<file path="config.mk">
export PLATFORM = sky130hd
export DESIGN_NAME = rssc_queue
export DESIGN_NICKNAME = d
export VERILOG_FILES = /design/src/design/rssc_pkg.sv /design/src/design/rssc_queue.sv
export SDC_FILE = /design/constraint.sdc
export NUM_CORES = 1
export LEC_CHECK = 0
export BUFFER_PORTS_ARGS = -buffer_cell sky130_fd_sc_hd__buf_2
export CAP_MARGIN = 25
export CORE_MARGIN = 1.5
export CORE_UTILIZATION = 45
export DETAILED_ROUTE_END_ITERATION = 10
export HOLD_SLACK_MARGIN = 0.15
export MAX_ROUTING_LAYER = met4
export PLACE_DENSITY = 0.71
export SYNTH_ARGS = -nofsm -noshare
export SYNTH_HDL_FRONTEND = slang
export SYNTH_SLANG_ARGS = --single-unit
</file>
<file path="constraint.sdc">
create_clock -name i_clk -period 4.5 [get_ports i_clk]
set_clock_uncertainty 0.15 [all_clocks]
set_input_delay 0.9 -clock i_clk [delete_from_list [all_inputs] [get_ports i_clk]]
set_output_delay 0.9 -clock i_clk [all_outputs]
set_load 0.01 [all_outputs]
</file>
<file path="src/design/rssc_pkg.sv">
// rssc_pkg: shared types and constants for the range sum run counter
// no dependencies

package rssc_pkg;

    localparam int SUM_W   = 48;
    localparam int VALUE_W = 32;
    localparam int COUNT_W = 20;
    localparam int CFG_IDX_W = 1;

    localparam logic [CFG_IDX_W-1:0] CFG_LOWER = 1'b0;
    localparam logic [CFG_IDX_W-1:0] CFG_UPPER = 1'b1;

    localparam logic [COUNT_W-1:0] COUNT_MAX = {COUNT_W{1'b1}};

    typedef enum logic [1:0] {
        t_BK_IDLE,
        t_BK_SCAN,
        t_BK_EMIT
    } t_bk_state;

    // one classified transaction handed from front to back
    typedef struct packed {
        logic              store;
        logic              last;
        logic              ovf;
        logic [SUM_W-1:0]  sum;
    } t_job;

endpackage

</file>
<file path="src/design/rssc_queue.sv">
// rssc_queue: two-entry queue between front and back
// depends on rssc_pkg

module rssc_queue (
    input  logic           i_clk,
    input  logic           i_rst_n,
    input  logic           i_valid,
    output logic           o_ready,
    input  rssc_pkg::t_job i_job,
    output logic           o_valid,
    input  logic           i_ready,
    output rssc_pkg::t_job o_job
);
    import rssc_pkg::*;

    t_job       r_mem [2];
    logic       r_wp, r_rp;
    logic [1:0] r_n;
    logic       w_push, w_pop;

    assign o_ready = r_n != 2'd2;
    assign o_valid = r_n != 2'd0;
    assign o_job   = r_mem[r_rp];
    assign w_push  = i_valid && o_ready;
    assign w_pop   = o_valid && i_ready;

    always_ff @(posedge i_clk) begin
        if (w_push) begin
            r_mem[r_wp] <= i_job;
        end
    end

    always_ff @(posedge i_clk) begin
        if (!i_rst_n) begin
            r_wp <= 1'b0;
            r_rp <= 1'b0;
            r_n  <= '0;
        end else begin
            if (w_push) begin
                r_wp <= ~r_wp;
            end
            if (w_pop) begin
                r_rp <= ~r_rp;
            end
            r_n <= r_n + {1'b0, w_push} - {1'b0, w_pop};
        end
    end

endmodule

</file>
# Word level (Yosys, flattened, before mapping)
# Memory sizes are Yosys's and may differ from the RTL's. A register that Yosys moved wholly into a read port is not among the register bits.
# Index checks and enable logic that the tools add are counted.
# Widths: inputs -> output; s select.
[totals]
ram_bits = 102
register_bits = 4
n_memories = 1
output_inout_bits = 53
input_bits = 55
word_cells = 16
[mem_list]
columns = ["name", "words", "word_bits", "read_ports", "rd_ports_with_merged_regs", "write_ports", "line_no", "rtl"]
rows = [
  ["r_mem", 2, 51, 1, 1, 1, "rssc_queue.sv:16", "t_job r_mem [2];"],
]
[op_classes]
eq_ne = 1
n_reduce_logical = 3
n_bitwise = 2
n_mux = 4
add_sub_neg = 2
[op_table]
columns = ["op", "n"]
rows = [
  ["$mux 1", 4],
  ["$add 2x1->2", 1],
  ["$logic_and 1x1->1", 2],
  ["$ne 2x2->1 const B", 1],
  ["$not 1->1", 2],
  ["$reduce_bool 2->1", 1],
  ["$sub 2x1->2", 1],
]

# Logic depth before layout (Yosys ltp)
[logic_depth]
word_depth = 4
mapped_depth = 8
mapped_depth_nobuf = 8

# Worst setup path before layout
# No wires, ideal clock.
[synth_path]
kind = "input-to-reg"
start = "input i_valid"
end = "memory r_mem[0][0] (netlist bit), enable pin"
n_path_buf = 0
t_required_ps = 3890
path_slack_ps = 755
arrival_ps = 3135
cell_stages = 2
setup_ps = 460
path_cell_list = "nand2_1 nor2_1"
[synth_via]
elab_chain_cells = 3
[synth_lines]
columns = ["element", "line_no", "rtl"]
rows = [
  ["start: declaration", "rssc_queue.sv:7", "input logic i_valid,"],
  ["$logic_and 1x1->1", "rssc_queue.sv:24", "assign w_push = i_valid && o_ready;"],
  ["$mux 1", "rssc_queue.sv:28", "if (w_push) begin"],
  ["$mux 1 (implied by the code)", "rssc_queue.sv:29", "r_mem[r_wp] <= i_job;"],
  ["end: declaration", "rssc_queue.sv:16", ""],
]
# Every way passes these cells.

==> impl_metrics.env <==
export IMPL_yosysWarnings=0
export IMPL_coreArea_um2=8850
export IMPL_cts_resized_gates=0
export IMPL_postPlaceCellArea_um2=4760
export IMPL_syn_nets=240
export IMPL_maxCapViolCount=0
export IMPL_tns_ns=0
export IMPL_io_pins=108
export IMPL_worstSetupEndpointType="output pin"
export IMPL_grt_overflow=0
export IMPL_drv_slew=0
export IMPL_clock_fmax_mhz=335
export IMPL_dpl_hpwl_um=4420
export IMPL_cts_sinks=107
export IMPL_num_vias=1958
export IMPL_die_x_um=99.3
export IMPL_drt_total_wl_um=6580
export IMPL_ant_nets=0
export IMPL_synth_edff_count=102
export IMPL_clk_pin_slew_ns=0.09
export IMPL_grt_pass1_wl_um=9820
export IMPL_min_period_ns=2.98
export IMPL_worst_ep_arrival_time_ns=1.93
export IMPL_fin_hold_ws_ns=0.400
export IMPL_start_util=0.471
export IMPL_critPathMaxFanout=51
export IMPL_cts_buffer_depth=2
export IMPL_syn_area_um2=4170
export IMPL_syn_inst=183
export IMPL_grt_util_all_layers=0.138
export IMPL_timing_worst_setup_path_type="flop to output pin"
export IMPL_syn_area_per_cell_um2=22.8
export IMPL_htreeDepth=3
export IMPL_ys_seq_area_frac=0.758
export IMPL_slew_headroom=0.351
export IMPL_finalHoldViolations=0
export IMPL_use_met3=0.0344
export IMPL_async_flop_share=0
export IMPL_ys_flop_type="edfxtp_1"
export IMPL_antenna_found_initial=1
export IMPL_cts_tree="built"
export IMPL_grtUsageMet2=0.214
export IMPL_min_path_type="flop to flop"
export IMPL_drive_above_1_share=0.586
export IMPL_powerDensity_nw_per_um2=522
export IMPL_fillers=722
export IMPL_wire_per_inst_um=16.0
export IMPL_gp_congestion=0.646
export IMPL_design_area_um2=4940
export IMPL_cts_setup_buffers=0
export IMPL_grt_pass1_vias=2009
export IMPL_die_area_um2=9850
export IMPL_drtIter0Drc=51
export IMPL_grt_busiest_layer="met2"
export IMPL_cp_start_kind="flop"
export IMPL_status="complete, no violations"
export IMPL_rsz0062_at_grt="false"
export IMPL_grt_start_max_net_pins=52
export IMPL_reg2reg_slack_ns=2.23
export IMPL_drc_errors=0
export IMPL_ys_types=18
export IMPL_numPortBuffers=107
export IMPL_die_h_um=99.3
export IMPL_ys_ff_latch=107
export IMPL_setup_violations=0
export IMPL_clock_root_buffer="clkbuf_8"
export IMPL_crit_required_ns=3.45
export IMPL_area_delta_synth_final_pct=18.6
export IMPL_vias_per_cell=4.76
export IMPL_fin_crit_sh=0.662
export IMPL_tightest_slew_ns=0.974
export IMPL_finish_net_count=354
export IMPL_hold_buffers=0
export IMPL_power_leakage_uw=0.00194
export IMPL_first_pass_iters=4
export IMPL_grt_use_met1=0.172
export IMPL_clk_insertion_delay_late_ns=0.35
export IMPL_cts_made_buffers=9
export IMPL_ir_drop_uv=298
export IMPL_core_rowCount=34
[power by group]
group,internal (µW),switching (µW),total [µW]
Combinational,383,275,658
Sequential,1250,119,1370
Clock,255,297,552
Total,1890,691,2580
[metrics by stage]
stage               std cells  setup slack, ns  power [µW]   util
CTS                       410             1.49        2610  0.559
finish                    411             1.52        2580  0.559
global placement          394             1.81        2050  0.538
global route              411             1.42        2700  0.559
detailed placement        394             1.73        2070  0.538
floorplan                 183            0.755        1880      -
[metal layers]
metal / part of all wire / up-vias
met4: 0.014 / 0
met2: 0.48 / 76
met5: 0 / -
li1: - / 937
met3: 0.058 / 9
met1: 0.45 / 936
[cell families (layout without fill, tap and decap cells)]
family,Yosys count,after routing,share of synthesized area
flip-flops,107,107,0.758
multiplexers,52,52,0.185
AND/OR/NAND/NOR,11,11,0.0147
buffers and inverters,7,126,0.0276
XOR/XNOR,3,3,0.00630
adder cells (fa/ha/maj),2,2,0.00600
AO/OA/AOI/OAI,1,1,0.00180
other,0,1,0
[sequential cells by signal (all words and copies together) (netlist names), named ones only]
| register | count |
|---|---|
| r_rp | 1 |
| r_mem | 102 |
| r_n | 2 |
| r_wp | 1 |
[worst paths after layout]
check | startpoint | endpoint | cells past startpoint
worst max-delay path | flop | o_job[50] | 2
worst min-delay path | r_wp | r_wp | 2
worst max register to register | r_n[0] | r_mem[0][29] | 4
worst min register to register | r_wp | r_wp | 2
[worst max-delay path, stage by stage, from the launching register on]
cell     delay, ns
dfxtp_4       0.96
mux2_2        0.41
buf_2         0.14
[final cells by class]
class	count	area, µm²	share of cell area
clock buffer	11	131	0.0266
antenna	1	2.50	0.000506
timing repair buffer	109	551	0.111
multi-input combinational	69	901	0.182
sequential	107	3170	0.640
inverter	1	3.75	0.000759
tap	108	135	0.0273
clock inverter	5	53.8	0.0109
[cell usage in the layout (no fill, tap or decap), types with 2 or more instances in the layout]
master / n
buf_4: 2
buf_2: 107
mux2_4: 50
xnor2_1: 3
nor2b_1: 2
dfxtp_1: 4
clkbuf_8: 9
nand2b_1: 2
nand2_1: 2
and2_1: 2
clkbuf_1: 2
clkinvlp_4: 2
edfxtp_1: 102
ha_1: 2
[Yosys cell counts, types with 2 or more instances]
cell type | number | area, µm²
nand2b_1 | 2 | 12.5
edfxtp_1 | 102 | 3060
buf_12 | 5 | 100
nor2b_1 | 2 | 12.5
ha_1 | 2 | 25.0
mux2_4 | 50 | 751
and2_1 | 2 | 12.5
dfxtp_1 | 5 | 100
xnor2_1 | 3 | 26.3
nand2_1 | 2 | 7.51
No activity file was read; power rests on OpenSTA's default activity.
