## config.mk

```make
export PLATFORM = sky130hd
export DESIGN_NAME = rssc_front
export DESIGN_NICKNAME = d
export VERILOG_FILES = /design/src/design/rssc_pkg.sv /design/src/design/rssc_front.sv
export SDC_FILE = /design/constraint.sdc
export NUM_CORES = 1
export LEC_CHECK = 0
export ABC_AREA = 1
export BUFFER_PORTS_ARGS = -buffer_cell sky130_fd_sc_hd__buf_2
export CAP_MARGIN = 20
export CELL_PAD_IN_SITES_DETAIL_PLACEMENT = 1
export CELL_PAD_IN_SITES_GLOBAL_PLACEMENT = 1
export CORE_MARGIN = 2
export CORE_UTILIZATION = 44
export CTS_BUF_LIST = sky130_fd_sc_hd__clkbuf_4
export DETAILED_ROUTE_END_ITERATION = 8
export GPL_TIMING_DRIVEN = 0
export PLACE_DENSITY = 0.89
export SLEW_MARGIN = 5
export SYNTH_ARGS = -nofsm -noshare
export SYNTH_HDL_FRONTEND = slang
export SYNTH_SLANG_ARGS = --single-unit
```

## constraint.sdc

```tcl
create_clock -name i_clk -period 5.5 [get_ports i_clk]
set_input_delay 0.825 -clock i_clk [delete_from_list [all_inputs] [get_ports i_clk]]
set_output_delay 0.825 -clock i_clk [all_outputs]
set_load 0.005 [all_outputs]
```

## src/design/rssc_pkg.sv

```systemverilog
// rssc_pkg: shared types and constants for the range sum run counter
// no dependencies

package rssc_pkg;

    localparam int SUM_W   = 48;
    localparam int VALUE_W = 32;
    localparam int COUNT_W = 20;
    localparam int CFG_IDX_W = 1;

    localparam logic [CFG_IDX_W-1:0] CFG_LOWER = 1'b0;
    localparam logic [CFG_IDX_W-1:0] CFG_UPPER = 1'b1;

    localparam logic [COUNT_W-1:0] COUNT_MAX = {COUNT_W{1'b1}};

    typedef enum logic [1:0] {
        t_BK_IDLE,
        t_BK_SCAN,
        t_BK_EMIT
    } t_bk_state;

    // one classified transaction handed from front to back
    typedef struct packed {
        logic              store;
        logic              last;
        logic              ovf;
        logic [SUM_W-1:0]  sum;
    } t_job;

endpackage

```

## src/design/rssc_front.sv

```systemverilog
// rssc_front: accepts items, keeps the running sum and item count, classifies
// each item as stored or dropped; depends on rssc_pkg

module rssc_front #(
    parameter int MAX_ITEMS = 1024,
    parameter int CNT_W     = 11
) (
    input  logic                          i_clk,
    input  logic                          i_rst_n,
    input  logic                          i_valid,
    output logic                          o_ready,
    input  logic signed [rssc_pkg::VALUE_W-1:0] i_value,
    input  logic                          i_is_last,
    output logic                          o_job_valid,
    input  logic                          i_job_ready,
    output rssc_pkg::t_job                o_job
);
    import rssc_pkg::*;

    logic [SUM_W-1:0] r_sum, n_sum;
    logic [CNT_W-1:0] r_cnt, n_cnt;
    logic             r_ovf, n_ovf;
    logic             w_acc, w_room;
    logic [SUM_W-1:0] w_new;

    assign o_ready     = i_job_ready;
    assign o_job_valid = i_valid;
    assign w_acc       = i_valid && i_job_ready;
    assign w_room      = r_cnt < CNT_W'(MAX_ITEMS);
    assign w_new       = r_sum + {{(SUM_W-VALUE_W){i_value[VALUE_W-1]}}, i_value};

    always_comb begin
        o_job.store = w_room;
        o_job.last  = i_is_last;
        o_job.ovf   = r_ovf || !w_room;
        o_job.sum   = w_new;
        n_sum = r_sum;
        n_cnt = r_cnt;
        n_ovf = r_ovf;
        if (w_acc) begin
            if (w_room) begin
                n_sum = w_new;
                n_cnt = r_cnt + CNT_W'(1);
            end else begin
                n_ovf = 1'b1;
            end
            if (i_is_last) begin
                n_sum = '0;
                n_cnt = '0;
                n_ovf = 1'b0;
            end
        end
    end

    always_ff @(posedge i_clk) begin
        if (!i_rst_n) begin
            r_sum <= '0;
            r_cnt <= '0;
            r_ovf <= 1'b0;
        end else begin
            r_sum <= n_sum;
            r_cnt <= n_cnt;
            r_ovf <= n_ovf;
        end
    end

endmodule

```

=== After elaboration in Yosys (flattened, before gate mapping) ===
Cells that the tools add are included.

* Order comparisons: 1
* Reduce and logical (&&, ||, !) cells: 6
* Multiplexer cells: 6
* Add/subtract/negate cells: 2
* Equality and inequality tests: 1

{| class="wikitable"
|+ Operators by type and width
! cell !! number
|-
| two-way mux 48 bit || 2
|-
| adder 48 bit || 1
|-
| two-way mux 11 bit || 2
|-
| adder 11 x 1 -> 11 bit, second input constant || 1
|-
| < comparator 11 bit, second input constant || 1
|-
| AND reduction 2 bit || 2
|-
| two-way mux 1 bit || 2
|-
| inequality test 2 bit, second input constant || 1
|-
| nonzero test 2 bit || 1
|-
| logical AND 1 bit || 1
|-
| zero test 1 bit || 1
|-
| logical OR 1 bit || 1
|}

* Input port bits: 37
* Logic and storage cells: 19
* Output and inout bits: 53
* Bits in registers: 60

=== Depth between registers and ports, before layout ===
* Depth after elaboration: 3
* Mapped depth: 15

=== Worst setup path after synthesis ===
No wires, ideal clock.

* Path type: input-to-output
* From: in i_value[0] in the netlist's numbering
* To: out o_job[32] in the netlist's numbering
* Buffers on the path: 0
* Cell stages on the path: 14
* Arrival: 2.287 ns
* Path slack: 2.388 ns
* Required time: 4.675 ns
* Path through: ha_1 > inv_1 > fa_1 > inv_1 > nand3_1 > nand2_2 > nand2_1 > nand2_2 > nand2_1 > nand2_1 > nand3_1 > nand2_1 > nand2_1 > and2_1

{| class="wikitable"
|+ RTL lines
! item !! line !! text
|-
| start: declaration || rssc_front.sv:12 || <nowiki>input logic signed [rssc_pkg::VALUE_W-1:0] i_value,</nowiki>
|-
| end: declaration || rssc_front.sv:16 || <nowiki>output rssc_pkg::t_job o_job</nowiki>
|}

==> summary.txt <==
Status
  • Result of the run: finished, final reports clean

Synth
  • Cell type with the largest total area after synthesis: sky130_fd_sc_hd__nand2_1
  • Number of warnings issued by yosys: 0
  • Mean instance size in the synthesized netlist: approximately 5.5 um2
  • Gate Count Post-Synth: 1194
  • #FFs+latches synth: 60
  • Net count of the mapped netlist: 1280
  • Yosys top cell area share: between 20% and 30%
  • Portion of the post-synthesis area used by sequential elements: 18.25%
  • Post-synth cell types: 34
  • Post-synth design cell area: 0.006580 mm2
  • Leading post-synthesis cells by cell area: sky130_fd_sc_hd__nand2_1 (27%), sky130_fd_sc_hd__dfxtp_1 (18%), sky130_fd_sc_hd__inv_1 (13%)

Placement
  • RD Place Congestion: between 0.9 and 1
  • Post-detail-place hpwl: 18960 um
  • Buffers added on ports: slightly below 90

Route
  • Drt initial violations: 345
  • Post-DRT Antenna Nets: 0
  • Number of iterations in the first detailed-routing pass: 5
  • DR vias/cell: 5.075
  • Highest metal layer used by the detailed router: met4
  • Amount of wire on met2 after detailed routing: 10230 um
  • Average routed wire per standard cell: 15.14 um
  • Routed Wire Length: 22480 um
  • WL met3: 833 um
  • Detailed-route wire length on metal 1: ~11000 um
  • Number of vias in the routed layout: ~7500
  • DR DRC count: 0

Power and ir drop
  • Areal power density over the cells: 155.2 mW/mm2
  • Peak VDD IR: 0.1472 mV
  • Post-route total power: 1144 uW
  • Static leakage: 0.004149 uW

Setup path
  • Setup crit end kind: output pin
  • Type of the worst setup path: input pin to output pin
  • Crit path max-delay cell type: sky130_fd_sc_hd__fa_1
  • Biggest fanout along the worst timing path: 4
  • Critical path data arrival time: 3.00 ns
  • Delay of the slowest critical-path stage: between 0.4 and 0.5 ns
  • Startpoint kind of the worst setup timing path: input pin
  • Worst path cell trace: buf_2 > ha_1 > inv_1 > fa_1 > inv_1 > nand3_1 > nand2_2 > nand2_1 > nand2_2 > nand2_1 > nand2_1 > nand3_1 > nand2_1 > nand2_1 > and2_1 > buf_2
  • Dominant cell type by count on the critical path: sky130_fd_sc_hd__nand2_1
  • Critical Path RT: 4.68 ns

Clock tree
  • Clock net sink count: 60
  • Num CTS Buffers: 9
  • Number of buffers inserted for hold repair after clock tree synthesis: 0
  • Number of instances resized during post-cts repair: 0
  • Max H-tree Level: 3
  • Clock Root Buffer: sky130_fd_sc_hd__clkbuf_4
  • Clk buf depth: 2
  • Insertion delay of the later-clocked pin in the worst-skew pair: 0.47 ns
  • Reg clk slew, reported paths: 0.11 ns
  • Clock tree from TritonCTS: done
  • Post-CTS setup-driven buffer insertion count: 0

GRT
  • Vias in the first global route: 7642
  • Maximum number of pins on one net before global-route repair: 18
  • Wire length of the first global-routing pass: 37040 um
  • Global router's overall resource usage: 28.77%
  • Antenna violations before repair: 2
  • Grt ovf: 0

STA
  • Layout Skew: 0.02381 ns
  • Setup Total Neg Slack: 0 ns
  • Final worst path period need: approximately 3.8 ns
  • Tcrit/Tclk final: between 60 and 70%
  • Endpoints failing setup: 0
  • Max Freq: about 0.26 GHz
  • Actual transition at the worst max-transition pin: 1.054 ns
  • Max-Slew Margin vs Limit: 29.19%
  • Hold Worst Slack: approximately 0.48 ns
  • Final number of hold-violating endpoints: 0
  • Number of pins exceeding their max-slew limit in the final report: 0
  • Unrepaired setup endpoints after global routing: false

Layout
  • Number of fill cells: between 2000 and 2500
  • Layout Area Growth over Synthesis: 12.04%
  • Post-route core utilization: between 50% and 60%
  • Most used cells in the layout excluding fill and tap cells: sky130_fd_sc_hd__nand2_1 (467), sky130_fd_sc_hd__inv_1 (233), sky130_fd_sc_hd__buf_2 (94), sky130_fd_sc_hd__a21oi_1 (83), sky130_fd_sc_hd__nor2_1 (75)
  • Leading cell type in the layout, fill and taps excluded: sky130_fd_sc_hd__nand2_1
  • Combined area of the multi-input logic cells: 0.004382 mm2
  • Storage cell area: around 0.0012 mm2
  • Final net count: 1380
  • Fraction of final layout cells with drive strength greater than 1: 12.63%

Min path
  • Worst hold path type: flop to flop

Die
  • I/O Pins: 90
  • Starting density of the core: between 40% and 50%
  • Num rows: 44
  • Floorplan die area: 0.01595 mm2
  • Horiz. Die Dim: between 100 and 150 um
  • Area of the placeable core: 0.01459 mm2
  • Height of the chip: roughly 130 um

Run
  • MaxCap Viol Count: 0
Yosys cell counts, drive strengths merged:
cell	number
nand2	481
inv	240
nor2	87
a21oi	83
nand3	73
dfxtp	60
ha	48
and2	28
xor2	20
nand4	13
clkbuf	10
buf	9
nor3	7
nor4	7
nand3b	6
o21ai	6
or2	6
o21bai	3
xnor2	3
a211oi	1
a21o	1
fa	1
o22ai	1
per-layer routing:
layer  GRT usage, %  up-vias
met5              0        -
met4          10.02        0
met3          3.922       43
met2          48.36      155
met1          37.94     3502
li1               -     3836
metrics by stage:
stage	cells	area (um2)	worst slack, ns
2_1_floorplan	1194	6580	2.388
3_3_place_gp	1467	7256	1.749
3_5_place_dp	1467	7256	1.688
4_1_cts	1483	7367	1.664
5_1_grt	1485	7372	1.499
6_report	1485	7372	1.671
power breakdown:
part	internal [uW]	switching (uW)	total (uW)	leakage, uW
combinational	143	252	395	0.00360
clock	90.0	204	294	0.0000631
sequential	448	7.63	455	0.000486
total	681	463	1140	0.00415
kinds of logic after synthesis:
kind of cell	synth area share, %
AOI/OAI and AO/OA	7.435
xor gates and xnor gates	3.518
adders and majority gates	9.432
buffers and inverters	15.16
DFF	18.25
and+or+nand+nor	46.21
area by class of cell:
| cell class | count | area share [%] |
|---|---|---|
| Buffer | 19 | 1.307 |
| Clock inverter | 7 | 0.5940 |
| Tap cell | 184 | 3.123 |
| Multi-Input combinational cell | 875 | 59.44 |
| Timing Repair Buffer | 89 | 6.042 |
| Antenna cell | 2 | 0.06789 |
| Clock buffer | 9 | 0.9165 |
| Sequential cell | 60 | 16.29 |
| Inverter | 240 | 12.22 |
path summary, 6_finish.rpt:
| check | start | to | slack [ns] | depth (start not counted) |
|---|---|---|---|---|
| setup / recovery | i_value[0] | o_job[32] | 1.67 | 16 |
| hold / removal | r_ovf | r_ovf | 0.48 | 2 |
| setup reg to reg | r_sum[0] | r_sum[32] | 3.04 | 15 |
| hold reg to reg | r_ovf | r_ovf | 0.48 | 2 |
worst max-delay path: cells and delay by family:
family / cells / cell delay, ns
AND/OR/NAND/NOR: 10 / 1.18
adder cells (fa/ha/maj): 2 / 0.61
buffers and inverters: 4 / 0.39
flip-flops by register name, indices dropped and copies added (netlist names):
register,cells
r_ovf,1
r_cnt,11
r_sum,48
Note: power is estimated with default switching activity, not from simulation.
